--- config.mk ---
export PLATFORM = sky130hd
export DESIGN_NAME = i2c_eeprom_byte_master
export DESIGN_NICKNAME = d
export VERILOG_FILES = /design/src/hdl/iebm_pkg.sv /design/src/hdl/i2c_eeprom_byte_master.sv
export SDC_FILE = /design/constraint.sdc
export NUM_CORES = 1
export LEC_CHECK = 0
export BUFFER_PORTS_ARGS = -buffer_cell sky130_fd_sc_hd__buf_4
export CORE_MARGIN = 5
export CORE_UTILIZATION = 41
export CTS_CLUSTER_SIZE = 14
export DETAILED_ROUTE_END_ITERATION = 10
export PLACE_DENSITY = 0.71
export SLEW_MARGIN = 40
export SYNTH_ARGS = -nofsm -noshare
export SYNTH_HDL_FRONTEND = slang
export SYNTH_SLANG_ARGS = --single-unit
--- constraint.sdc ---
create_clock -name i_clk -period 2.8 [get_ports i_clk]
set_input_delay 0.14 -clock i_clk [delete_from_list [all_inputs] [get_ports i_clk]]
set_output_delay 0.14 -clock i_clk [all_outputs]
set_load 0.005 [all_outputs]
--- src/hdl/iebm_pkg.sv ---
// ----------------------------------------------------------------------------
// iebm_pkg: shared constants for the i2c eeprom byte master
// command codes, register indexes, register reset values and fixed bytes
// ----------------------------------------------------------------------------
package iebm_pkg;

    localparam int CmdWidth      = 2;
    localparam int CfgIndexWidth = 2;
    localparam int CfgDataWidth  = 8;
    localparam int ByteWidth     = 8;
    localparam int DevAddrWidth  = 7;
    localparam int BitCountWidth = 4;
    localparam int StageWidth    = 2;

    // command codes
    localparam logic [CmdWidth-1:0] CMD_TICK  = 2'd0;
    localparam logic [CmdWidth-1:0] CMD_WRITE = 2'd1;
    localparam logic [CmdWidth-1:0] CMD_READ  = 2'd2;

    // configuration register indexes
    localparam logic [CfgIndexWidth-1:0] REG_DEVICE_ADDRESS  = 2'd0;
    localparam logic [CfgIndexWidth-1:0] REG_ACK_TIMEOUT     = 2'd1;
    localparam logic [CfgIndexWidth-1:0] REG_TICKS_PER_DELAY = 2'd2;

    // register reset values
    localparam logic [DevAddrWidth-1:0] RST_DEVICE_ADDRESS  = 7'd87;
    localparam logic [ByteWidth-1:0]    RST_ACK_TIMEOUT     = 8'd250;
    localparam logic [ByteWidth-1:0]    RST_TICKS_PER_DELAY = 8'd1;

    // byte stages of a transfer
    localparam logic [StageWidth-1:0] STAGE_DEVICE  = 2'd0;
    localparam logic [StageWidth-1:0] STAGE_ADDRESS = 2'd1;
    localparam logic [StageWidth-1:0] STAGE_LAST    = 2'd2;

    localparam logic [BitCountWidth-1:0] BITS_PER_BYTE = 4'd8;
    localparam logic [ByteWidth-1:0]     READ_FAIL_DATA = 8'hFF;

endpackage

--- src/hdl/i2c_eeprom_byte_master.sv ---
// ----------------------------------------------------------------------------
// i2c_eeprom_byte_master: bit-level i2c master for a byte-wide serial eeprom
// byte write and random read, stepped by one bus timing tick per transfer
// ----------------------------------------------------------------------------
// usage
//   input channel (i_in_valid / o_in_ready): one transfer is one bus tick,
//   carrying a command, the eeprom address, the write byte and the sampled
//   sda level. a write or read command starts a transfer only from idle;
//   commands while busy, and code 3, act as a plain tick
//   output channel (o_out_valid / i_out_ready): exactly one result per tick,
//   with the line levels to drive, busy, done, success and the read byte
//   config channel (i_cfg_valid / o_cfg_ready): always ready, index 0 device
//   address, 1 acknowledge timeout, 2 ticks per delay unit
//   the result of each input transfer is registered; a tick is taken in
//   every cycle that the result register can take it, the whole
//   sequencer step sits between the input ports and the result register
//   when the receiver stalls, the result register holds and input is taken
//   only once the held result leaves in the same cycle
//   reset clears the sequencer to idle with both lines released high and the
//   registers at their defaults
// ----------------------------------------------------------------------------
module i2c_eeprom_byte_master (
    input  logic                                  i_clk,
    input  logic                                  i_rst_n,
    // tick channel
    input  logic                                  i_in_valid,
    output logic                                  o_in_ready,
    input  logic [iebm_pkg::CmdWidth-1:0]         i_cmd,
    input  logic [iebm_pkg::ByteWidth-1:0]        i_mem_address,
    input  logic [iebm_pkg::ByteWidth-1:0]        i_write_data,
    input  logic                                  i_sda_in,
    // result channel
    output logic                                  o_out_valid,
    input  logic                                  i_out_ready,
    output logic                                  o_scl_out,
    output logic                                  o_sda_out,
    output logic                                  o_busy_res,
    output logic                                  o_done_res,
    output logic                                  o_success,
    output logic [iebm_pkg::ByteWidth-1:0]        o_read_data,
    // configuration channel
    input  logic                                  i_cfg_valid,
    output logic                                  o_cfg_ready,
    input  logic [iebm_pkg::CfgIndexWidth-1:0]    i_cfg_index,
    input  logic [iebm_pkg::CfgDataWidth-1:0]     i_cfg_data
);

    // bus sequence phases
    typedef enum logic [4:0] {
        PH_IDLE  = 5'd0,
        PH_S2    = 5'd1,
        PH_S3    = 5'd2,
        PH_WLOW  = 5'd3,
        PH_WDATA = 5'd4,
        PH_WHIGH = 5'd5,
        PH_WEND1 = 5'd6,
        PH_WEND2 = 5'd7,
        PH_ASET  = 5'd8,
        PH_ACHK  = 5'd9,
        PH_AFAIL = 5'd10,
        PH_AOK   = 5'd11,
        PH_RS1   = 5'd12,
        PH_R1    = 5'd13,
        PH_R2    = 5'd14,
        PH_R3    = 5'd15,
        PH_R4    = 5'd16,
        PH_P1    = 5'd17,
        PH_P2    = 5'd18,
        PH_P3    = 5'd19,
        PH_FIN   = 5'd20
    } t_phase;

    // configuration registers
    logic [iebm_pkg::DevAddrWidth-1:0]  r_device_address;
    logic [iebm_pkg::ByteWidth-1:0]     r_ack_timeout;
    logic [iebm_pkg::ByteWidth-1:0]     r_ticks_per_delay;

    // sequencer state
    t_phase                              r_phase,        n_phase;
    logic [iebm_pkg::BitCountWidth-1:0]  r_bit_count,    n_bit_count;
    logic [iebm_pkg::ByteWidth-1:0]      r_shift_byte,   n_shift_byte;
    logic [iebm_pkg::ByteWidth-1:0]      r_ack_wait,     n_ack_wait;
    logic [iebm_pkg::ByteWidth-1:0]      r_delay_count,  n_delay_count;
    logic                                r_is_read,      n_is_read;
    logic [iebm_pkg::ByteWidth-1:0]      r_held_address, n_held_address;
    logic [iebm_pkg::ByteWidth-1:0]      r_held_data,    n_held_data;
    logic                                r_scl_level,    n_scl_level;
    logic                                r_sda_level,    n_sda_level;
    logic [iebm_pkg::StageWidth-1:0]     r_stage,        n_stage;

    // result register
    logic                                r_out_valid;
    logic                                r_busy;
    logic                                r_done,         n_done;
    logic                                r_ok,           n_ok;
    logic [iebm_pkg::ByteWidth-1:0]      r_rdata,        n_rdata;

    logic                                w_in_xfer;
    logic [iebm_pkg::ByteWidth-1:0]      w_unit_reload;
    logic [iebm_pkg::ByteWidth-1:0]      w_dev_write;
    logic [iebm_pkg::ByteWidth-1:0]      w_dev_read;
    logic [iebm_pkg::StageWidth-1:0]     w_stage_inc;
    logic [iebm_pkg::BitCountWidth-1:0]  w_bit_inc;

    // result register frees up when empty or draining this cycle
    assign o_in_ready  = !r_out_valid || i_out_ready;
    assign w_in_xfer   = i_in_valid && o_in_ready;
    assign o_cfg_ready = 1'b1;

    // reload for a new delay unit, zero ticks per delay acts as one
    assign w_unit_reload = (r_ticks_per_delay == '0) ? '0
                         : r_ticks_per_delay - iebm_pkg::ByteWidth'(1);
    assign w_dev_write   = {r_device_address, 1'b0};
    assign w_dev_read    = {r_device_address, 1'b1};
    assign w_stage_inc   = r_stage + iebm_pkg::StageWidth'(1);
    assign w_bit_inc     = r_bit_count + iebm_pkg::BitCountWidth'(1);

    // one sequencer step per tick
    always_comb begin
        n_phase        = r_phase;
        n_bit_count    = r_bit_count;
        n_shift_byte   = r_shift_byte;
        n_ack_wait     = r_ack_wait;
        n_delay_count  = r_delay_count;
        n_is_read      = r_is_read;
        n_held_address = r_held_address;
        n_held_data    = r_held_data;
        n_scl_level    = r_scl_level;
        n_sda_level    = r_sda_level;
        n_stage        = r_stage;
        n_done         = 1'b0;
        n_ok           = 1'b0;
        n_rdata        = '0;

        if (r_phase == PH_IDLE) begin
            if (i_cmd == iebm_pkg::CMD_WRITE || i_cmd == iebm_pkg::CMD_READ) begin
                n_is_read      = (i_cmd == iebm_pkg::CMD_READ);
                n_held_address = i_mem_address;
                n_held_data    = i_write_data;
                n_stage        = iebm_pkg::STAGE_DEVICE;
                n_sda_level    = 1'b1;
                n_delay_count  = w_unit_reload;
                n_phase        = PH_S2;
            end
        end else if (r_delay_count != '0) begin
            // unit still running, lines held
            n_delay_count = r_delay_count - iebm_pkg::ByteWidth'(1);
        end else begin
            unique case (r_phase)
                PH_S2: begin
                    n_scl_level   = 1'b1;
                    n_delay_count = w_unit_reload;
                    n_phase       = PH_S3;
                end
                PH_S3: begin
                    // start or repeated start, load device byte of this stage
                    n_sda_level   = 1'b0;
                    n_delay_count = w_unit_reload;
                    n_bit_count   = '0;
                    if (r_stage == iebm_pkg::STAGE_DEVICE) begin
                        n_shift_byte = w_dev_write;
                    end else if (r_stage == iebm_pkg::STAGE_ADDRESS) begin
                        n_shift_byte = r_held_address;
                    end else begin
                        n_shift_byte = r_is_read ? w_dev_read : r_held_data;
                    end
                    n_phase = PH_WLOW;
                end
                PH_WLOW: begin
                    n_scl_level   = 1'b0;
                    n_delay_count = w_unit_reload;
                    n_phase       = PH_WDATA;
                end
                PH_WDATA: begin
                    n_sda_level   = r_shift_byte[iebm_pkg::ByteWidth-1];
                    n_shift_byte  = {r_shift_byte[iebm_pkg::ByteWidth-2:0], 1'b0};
                    n_delay_count = w_unit_reload;
                    n_phase       = PH_WHIGH;
                end
                PH_WHIGH: begin
                    n_scl_level   = 1'b1;
                    n_delay_count = w_unit_reload;
                    n_bit_count   = w_bit_inc;
                    n_phase       = (w_bit_inc < iebm_pkg::BITS_PER_BYTE) ? PH_WLOW
                                                                          : PH_WEND1;
                end
                PH_WEND1: begin
                    n_scl_level   = 1'b0;
                    n_delay_count = w_unit_reload;
                    n_phase       = PH_WEND2;
                end
                PH_WEND2: begin
                    n_sda_level   = 1'b1;
                    n_scl_level   = 1'b1;
                    n_delay_count = w_unit_reload;
                    n_phase       = PH_ASET;
                end
                PH_ASET: begin
                    n_scl_level   = 1'b1;
                    n_delay_count = w_unit_reload;
                    n_ack_wait    = '0;
                    n_phase       = PH_ACHK;
                end
                PH_ACHK: begin
                    n_delay_count = w_unit_reload;
                    if (!i_sda_in) begin
                        n_scl_level = 1'b0;
                        n_phase     = PH_AOK;
                    end else if (r_ack_wait >= r_ack_timeout) begin
                        n_phase = PH_AFAIL;
                    end else begin
                        n_ack_wait = r_ack_wait + iebm_pkg::ByteWidth'(1);
                    end
                end
                PH_AFAIL: begin
                    // abort without stop, lines stay released
                    n_done  = 1'b1;
                    n_rdata = r_is_read ? iebm_pkg::READ_FAIL_DATA : '0;
                    n_phase = PH_IDLE;
                end
                PH_AOK: begin
                    if (r_stage == iebm_pkg::STAGE_DEVICE
                        || (r_stage == iebm_pkg::STAGE_ADDRESS && !r_is_read)) begin
                        n_stage     = w_stage_inc;
                        n_bit_count = '0;
                        n_shift_byte = (w_stage_inc == iebm_pkg::STAGE_ADDRESS)
                                       ? r_held_address : r_held_data;
                        n_phase     = PH_WLOW;
                    end else if (r_stage == iebm_pkg::STAGE_ADDRESS) begin
                        n_stage = iebm_pkg::STAGE_LAST;
                        n_phase = PH_RS1;
                    end else begin
                        n_phase = r_is_read ? PH_R1 : PH_P1;
                    end
                end
                PH_RS1: begin
                    n_sda_level   = 1'b1;
                    n_delay_count = w_unit_reload;
                    n_phase       = PH_S2;
                end
                PH_R1: begin
                    n_scl_level   = 1'b0;
                    n_delay_count = w_unit_reload;
                    n_phase       = PH_R2;
                end
                PH_R2: begin
                    n_sda_level   = 1'b1;
                    n_delay_count = w_unit_reload;
                    n_bit_count   = '0;
                    n_shift_byte  = '0;
                    n_phase       = PH_R3;
                end
                PH_R3: begin
                    n_scl_level   = 1'b1;
                    n_delay_count = w_unit_reload;
                    n_phase       = PH_R4;
                end
                PH_R4: begin
                    n_shift_byte  = {r_shift_byte[iebm_pkg::ByteWidth-2:0], i_sda_in};
                    n_scl_level   = 1'b0;
                    n_delay_count = w_unit_reload;
                    n_bit_count   = w_bit_inc;
                    n_phase       = (w_bit_inc < iebm_pkg::BITS_PER_BYTE) ? PH_R3 : PH_P1;
                end
                PH_P1: begin
                    n_sda_level   = 1'b0;
                    n_delay_count = w_unit_reload;
                    n_phase       = PH_P2;
                end
                PH_P2: begin
                    n_scl_level   = 1'b1;
                    n_delay_count = w_unit_reload;
                    n_phase       = PH_P3;
                end
                PH_P3: begin
                    n_sda_level   = 1'b1;
                    n_delay_count = w_unit_reload;
                    n_phase       = PH_FIN;
                end
                PH_FIN: begin
                    n_done  = 1'b1;
                    n_ok    = 1'b1;
                    n_rdata = r_is_read ? r_shift_byte : '0;
                    n_phase = PH_IDLE;
                end
                default: begin
                    n_phase = PH_IDLE;
                end
            endcase
        end
    end

    always_ff @(posedge i_clk) begin
        if (!i_rst_n) begin
            r_device_address  <= iebm_pkg::RST_DEVICE_ADDRESS;
            r_ack_timeout     <= iebm_pkg::RST_ACK_TIMEOUT;
            r_ticks_per_delay <= iebm_pkg::RST_TICKS_PER_DELAY;
            r_phase           <= PH_IDLE;
            r_bit_count       <= '0;
            r_shift_byte      <= '0;
            r_ack_wait        <= '0;
            r_delay_count     <= '0;
            r_is_read         <= 1'b0;
            r_held_address    <= '0;
            r_held_data       <= '0;
            r_scl_level       <= 1'b1;
            r_sda_level       <= 1'b1;
            r_stage           <= iebm_pkg::STAGE_DEVICE;
            r_out_valid       <= 1'b0;
        end else begin
            // register writes, unknown indexes dropped
            if (i_cfg_valid) begin
                unique case (i_cfg_index)
                    iebm_pkg::REG_DEVICE_ADDRESS:
                        r_device_address  <= i_cfg_data[iebm_pkg::DevAddrWidth-1:0];
                    iebm_pkg::REG_ACK_TIMEOUT:
                        r_ack_timeout     <= i_cfg_data;
                    iebm_pkg::REG_TICKS_PER_DELAY:
                        r_ticks_per_delay <= i_cfg_data;
                    default: ;
                endcase
            end

            if (w_in_xfer) begin
                r_phase        <= n_phase;
                r_bit_count    <= n_bit_count;
                r_shift_byte   <= n_shift_byte;
                r_ack_wait     <= n_ack_wait;
                r_delay_count  <= n_delay_count;
                r_is_read      <= n_is_read;
                r_held_address <= n_held_address;
                r_held_data    <= n_held_data;
                r_scl_level    <= n_scl_level;
                r_sda_level    <= n_sda_level;
                r_stage        <= n_stage;
                r_out_valid    <= 1'b1;
            end else if (i_out_ready) begin
                r_out_valid <= 1'b0;
            end
        end
    end

    // result payload, no reset needed
    always_ff @(posedge i_clk) begin
        if (w_in_xfer) begin
            r_busy  <= (n_phase != PH_IDLE);
            r_done  <= n_done;
            r_ok    <= n_ok;
            r_rdata <= n_rdata;
        end
    end

    assign o_out_valid = r_out_valid;
    assign o_scl_out   = r_scl_level;
    assign o_sda_out   = r_sda_level;
    assign o_busy_res  = r_busy;
    assign o_done_res  = r_done;
    assign o_success   = r_ok;
    assign o_read_data = r_rdata;

    // a finished transfer never reports busy
    a_done_not_busy: assert property (@(posedge i_clk) disable iff (!i_rst_n)
        o_out_valid && o_done_res |-> !o_busy_res)
        else $error("done reported while busy");

    // success only accompanies done
    a_success_with_done: assert property (@(posedge i_clk) disable iff (!i_rst_n)
        o_out_valid && o_success |-> o_done_res)
        else $error("success without done");

    // a failed read returns all ones
    a_failed_read_data: assert property (@(posedge i_clk) disable iff (!i_rst_n)
        o_out_valid && o_done_res && !o_success && r_is_read
        |-> o_read_data == iebm_pkg::READ_FAIL_DATA)
        else $error("failed read data not all ones");

    // a command taken from idle starts a transfer at once
    a_cmd_starts: assert property (@(posedge i_clk) disable iff (!i_rst_n)
        w_in_xfer && r_phase == PH_IDLE
        && (i_cmd == iebm_pkg::CMD_WRITE || i_cmd == iebm_pkg::CMD_READ)
        |=> o_out_valid && o_busy_res)
        else $error("command from idle did not start a transfer");

endmodule

# After elaboration in Yosys (flattened, before gate mapping)
# Cells that the tools add are included.
dict set report word_totals {
  reg_bits 89
  in_bits 34
  out_inout_bits 16
}
dict set report classes {
  addsub 5
  magnitude_cmp 2
  n_eq_ne 32
  n_mux 46
  bitwise 2
  n_reduce_logical 42
}
# operator n
set ops {}
lappend ops {{$mux W8} 14}
lappend ops {{$pmux W5 S18} 1}
lappend ops {{$mux W5} 9}
lappend ops {{$eq A5 B4 Y1 const B} 8}
lappend ops {{$pmux W8 S5} 1}
lappend ops {{$pmux W8 S2} 2}
lappend ops {{$eq A5 B5 Y1 const B} 5}
lappend ops {{$eq A5 B3 Y1 const B} 4}
lappend ops {{$reduce_and A5 Y1} 4}
lappend ops {{$reduce_or A17 Y1} 1}
lappend ops {{$sub A8 B1 Y8 const B} 2}
lappend ops {{$mux W2} 6}
lappend ops {{$pmux W4 S3} 1}
lappend ops {{$reduce_bool A3 Y1} 4}
lappend ops {{$eq A5 B2 Y1 const B} 2}
lappend ops {{$ne A2 B2 Y1 const B} 5}
lappend ops {{$reduce_bool A5 Y1} 2}
lappend ops {{$reduce_or A2 Y1} 5}
lappend ops {{$add A8 B1 Y8 const B} 1}
lappend ops {{$eq A2 B1 Y1 const B} 4}
lappend ops {{$ge A8 B8 Y1} 1}
lappend ops {{$logic_not A8 Y1} 1}
lappend ops {{$mux W1} 8}
lappend ops {{$reduce_bool A8 Y1} 1}
lappend ops {{23 further kinds} 37}

# Logic depth before layout (Yosys ltp)
dict set report depth {
  word_depth 8
  mapped_depth 10
}

# Worst setup path before layout
# Ideal clock, no wire load.
dict set report synth_timing {
  path_type {register to register}
  startpoint {register r_ack_timeout[6] in the netlist's numbering}
  endpoint {register r_ack_wait[3] in the netlist's numbering}
  setup_time_ns 0.070
  t_arrival_ns 2.038
  slack_ns 0.692
  path_stages_with_launch 9
  path_buffers 0
  cell_sequence {dfxtp_1 inv_1 ha_1 a21o_1 a221o_1 a211oi_2 o21ai_2 or4b_1 a21boi_1}
}
dict set report synth_via {
  elab_chain_cells 3
}
# item line_no
set synth_lines {}
lappend synth_lines {{from (decl)} i2c_eeprom_byte_master.sv:75} ;# logic [iebm_pkg::ByteWidth-1:0] r_ack_timeout;
lappend synth_lines {{from (signal assigned)} i2c_eeprom_byte_master.sv:296} ;# r_ack_timeout <= iebm_pkg::RST_ACK_TIMEOUT;
lappend synth_lines {{from (signal assigned)} i2c_eeprom_byte_master.sv:317} ;# r_ack_timeout <= i_cfg_data;
lappend synth_lines {{$ge A8 B8 Y1} i2c_eeprom_byte_master.sv:209} ;# end else if (r_ack_wait >= r_ack_timeout) begin
lappend synth_lines {{$ne A2 B2 Y1 (no line)} n/a}
lappend synth_lines {{$reduce_and A6 Y1 (no line)} n/a}
lappend synth_lines {{to (signal assigned)} i2c_eeprom_byte_master.sv:328} ;# r_ack_wait <= n_ack_wait;
lappend synth_lines {{to (decl)} i2c_eeprom_byte_master.sv:82} ;# logic [iebm_pkg::ByteWidth-1:0] r_ack_wait, n_ack_wait;
# Every way passes these cells.
# A chain may end at the register's enable or synchronous reset.

# Final worst setup path
dict set report layout_timing {
  startpoint {register r_delay_count[0] in the netlist's numbering}
  endpoint {register r_ack_wait[3] in the netlist's numbering}
}
dict set report layout_via {
  elab_chain_cells 3
}
# item line_no
set layout_lines {}
lappend layout_lines {{from (decl)} i2c_eeprom_byte_master.sv:83} ;# logic [iebm_pkg::ByteWidth-1:0] r_delay_count, n_delay_count;
lappend layout_lines {{from (signal assigned)} i2c_eeprom_byte_master.sv:329} ;# r_delay_count <= n_delay_count;
lappend layout_lines {{$reduce_bool A8 Y1} i2c_eeprom_byte_master.sv:145} ;# end else if (r_delay_count != '0) begin
lappend layout_lines {{$not A1 Y1 (no line)} n/a}
lappend layout_lines {{$reduce_and A6 Y1 (no line)} n/a}
# Every way passes these cells.

==> summary.md <==
| Metric | Value |
|---|---|
| Fin crit period | 2529 ps |
| Synth-to-layout area growth | 16.42% |
| P_sw | 0.8384 mW |
| Yosys reg bits | 89 |
| Cell variety after synth | 74 |
| Cell Rows | between 40 and 50 |
| Ant diodes | 0 |
| Share of layout cells above drive strength 1 | 0.1692 |
| Netlist Area Pre-Place | just over 5000 sq um |
| Leak | between 2 and 2.5 nW |
| Post-CTS setup buffers | 0 |
| Share of power burned in the clock network | 0.408 |
| Worst-Margin Slew | approximately 730 ps |
| Initial core utilization | 0.4144 |
| Largest net degree at the start of global routing | 75 |
| CP max FO | 14 |
| Total GRT Usage | 0.1856 |
| Slew HR | 0.5133 |
| M2 GR Usage | 0.3150 |
| Reg2Reg Depth | 8 |
| Total CTS buffers | 9 |
| Final Slew Violations | 0 |
| Max Cap Violations | 0 |
| Seq. cell area | between 1500 and 2000 sq um |
| Global routing usage on met3 | 0.04470 |
| Critical Path AT | 2820 ps |
| Clock tree sinks | just under 90 |
| Gr ovfl total | 0 |
| Chip Width | 122.3 microns |
| Iteration-0 DRC Markers | ~370 |
| CTS HTree Levels | 3 |
| CTS tree | done |
| Clock skew | about 8.4 ps |
| Required time worst endpoint | 3090 ps |
| Via count of the first global-routing pass | between 4000 and 5000 |
| Unrepaired setup endpoints after global routing | no |
| Internal power | about 2.2 mW |
| Drt via density | between 5 and 6 |
| Crit end category | flop |
| Ys Warns | 0 |
| Die Height | roughly 120 microns |
| Ys async rst share | 0 |
| Initial DRT Pass Iterations | 4 |
| CP startpoint kind | flop |
| Reg power frac | 0.454 |
| Max clock buf depth | 2 |
| Antenna-violating nets left | 0 |
| Worst VDD drop | around 0.38 mV |
| Synth area leader | dfxtp_1 |
| Layer with the highest usage | met2 |
| Initial antenna violation count | 0 |
| Combinational Power Share | 0.138 |
| Core Region | 12470 sq um |
| Wirelength, routed | approximately 13 mm |
| Outcome | completed |
| Global-route wire length before repair | about 22 mm |
| Hold-fix buffers, CTS | 0 |
| Net count after synthesis | about 660 |
| Clk Latency, worst-skew pair | roughly 350 ps |
| # DRC | 0 |
| Synth top area share | 0.3023 |
| Hold depth | 3 |
| Fmax | between 300 and 400 MHz |
| Vias | ~4700 |
| Multi-input logic area | about 3000 sq um |
| Grt met1 use | 0.2374 |
| P per Cell Area | 503.6 nW/um^2 |
| Area of the die | about 15000 sq um |
| HP Class | in -> reg |
| Post-layout net count | 700 |
| CTS resizes | 0 |
| Switching share of power | 0.2768 |
| Routability cong. | slightly below 0.9 |
| I/O Pins | 50 |
| Setup Viol. Count Final | 0 |
| Routed wire length per instance | around 16 microns |
| Clock root buffer master | clkbuf_16 |
| TNS Setup | 0 ps |
| Final hold viol count | 0 |
| Syn avg cell area | about 8.4 sq um |
| Kind of critical path | reg -> reg |
| Synth Flop Type | dfxtp_1 |
| Number of flops mapped to enable cells by yosys | 11 |
| Sequential share of the synthesized area | 0.3662 |
| Port bufs | 48 |
| Clk pin slew, worst setup/hold paths | 70 ps |
| Total power draw | a little over 3 mW |
| Crit share post-route | 0.9034 |
| Synth top area cells | dfxtp_1 30%, nand2_1 6.9%, edfxtp_1 6.4%, ha_1 3.6%, mux2i_1 3.3% |
| Cells after synthesis | 612 |
| Hpwl dp | around 10 mm |
| Fillers | 1185 |
logic make-up (layout without fill, tap and decap cells):
family,Yosys count,after routing,synth area share
multiplexers,24,24,0.04820
XOR/XNOR,9,9,0.01526
other,1,1,0.0007259
adder cells (fa/ha/maj),15,15,0.03633
flip-flops,89,89,0.3662
buffers and inverters,68,112,0.05570
AO/OA/AOI/OAI,186,186,0.2611
AND/OR/NAND/NOR,220,220,0.2165
metal layers:
layer	routed length, microns	vias up	part of all wire
li1	-	2310	-
met1	5776	2214	0.43
met2	6517	142	0.49
met3	876	17	0.066
met4	197	0	0.015
met5	0	-	0
cell type report:
cell class | instances | area share
inverters | 29 | 0.01810
multi-input cells | 455 | 0.4966
clock buffers | 10 | 0.04161
well taps | 172 | 0.03578
repair buffers | 67 | 0.08363
flip-flops and latches | 89 | 0.3145
clock inverters | 6 | 0.009777
flip-flops by register name, indices dropped and copies added, names as in the netlist:
| register | count |
|---|---|
| o_scl_out | 1 |
| o_sda_out | 1 |
| o_out_valid | 1 |
| o_busy_res | 1 |
| r_phase | 5 |
| r_held_address | 8 |
| r_device_address | 7 |
| r_delay_count | 8 |
| r_ack_wait | 8 |
| o_success | 1 |
| r_ticks_per_delay | 8 |
| r_bit_count | 4 |
| r_ack_timeout | 8 |
| r_shift_byte | 8 |
| r_stage | 2 |
| o_done_res | 1 |
| o_read_data | 8 |
| r_is_read | 1 |
| r_held_data | 8 |
critical path: stages, from the launching register on:
cell and delay, ps:
dfxtp_1 340, inv_1 70, ha_1 260, nor3b_1 360, and2_1 370, o2111a_2 270
o21ai_2 150, or4b_1 500, a21boi_1 140
path summary, 6_finish.rpt:
kind,start,end,slack [ps]
max,r_delay_count[0],r_ack_wait[3],270
min,i_cfg_data[2],r_device_address[2],20
max reg2reg,r_delay_count[0],r_ack_wait[3],270
min reg2reg,r_held_data[0],r_held_data[0],470
cell usage after synthesis (4+ instances only):
library cell  instances
o22ai_1               6
o211a_1              10
or3_1                 4
o211ai_1             10
nor3_1                8
dfxtp_1              78
a21oi_1              26
mux2i_1              17
ha_1                 15
a22oi_1              14
o21ai_0              30
nor2_1               27
o2bb2ai_1            10
inv_1                27
o21a_1                6
xnor2_1               7
and2_1                6
mux2_2                7
nand2_1              95
a21boi_1             15
nor2b_1              17
a21o_1                4
nor3b_1               4
a222oi_1              7
nand2b_1              9
a21boi_0             15
buf_2                 8
and3_1                6
a31oi_1               4
nand4_1               5
edfxtp_1             11
clkbuf_1             24
nand3_1              12
or4_1                 4
metrics by stage:
stage | area, sq um | setup slack [ps] | utilization | instances | hold WS (ps)
after global placement | 5705 | 457.8 | 0.4577 | 812 | 379.1
after detailed placement | 5705 | 302.1 | 0.4577 | 812 | 385.3
final | 6015 | 270.6 | 0.4825 | 828 | 21.75
after global routing | 6015 | 18.64 | 0.4825 | 828 | 23.48
after floorplan | 5166 | 692.2 | - | 612 | 268.4
after CTS | 6015 | 274.0 | 0.4825 | 828 | 17.32
power groups by stage:
stage,combinational [mW],sequential (mW),clock (mW)
finish,0.417,1.38,1.24
global route,0.463,1.38,1.31
CTS,0.417,1.38,1.26
detailed placement,0.414,1.40,0
floorplan,0.285,1.39,0
global placement,0.403,1.40,0
layout by cell type, fill, tap and decap left out, drive strengths merged, types with 15 or more instances in the layout:
cell type,n
nand2,95
dfxtp,78
buf,67
o21ai,32
inv,31
a21boi,30
nor2,29
a21oi,26
nor2b,17
mux2i,17
ha,15
No activity file was read; power rests on OpenSTA's default activity.
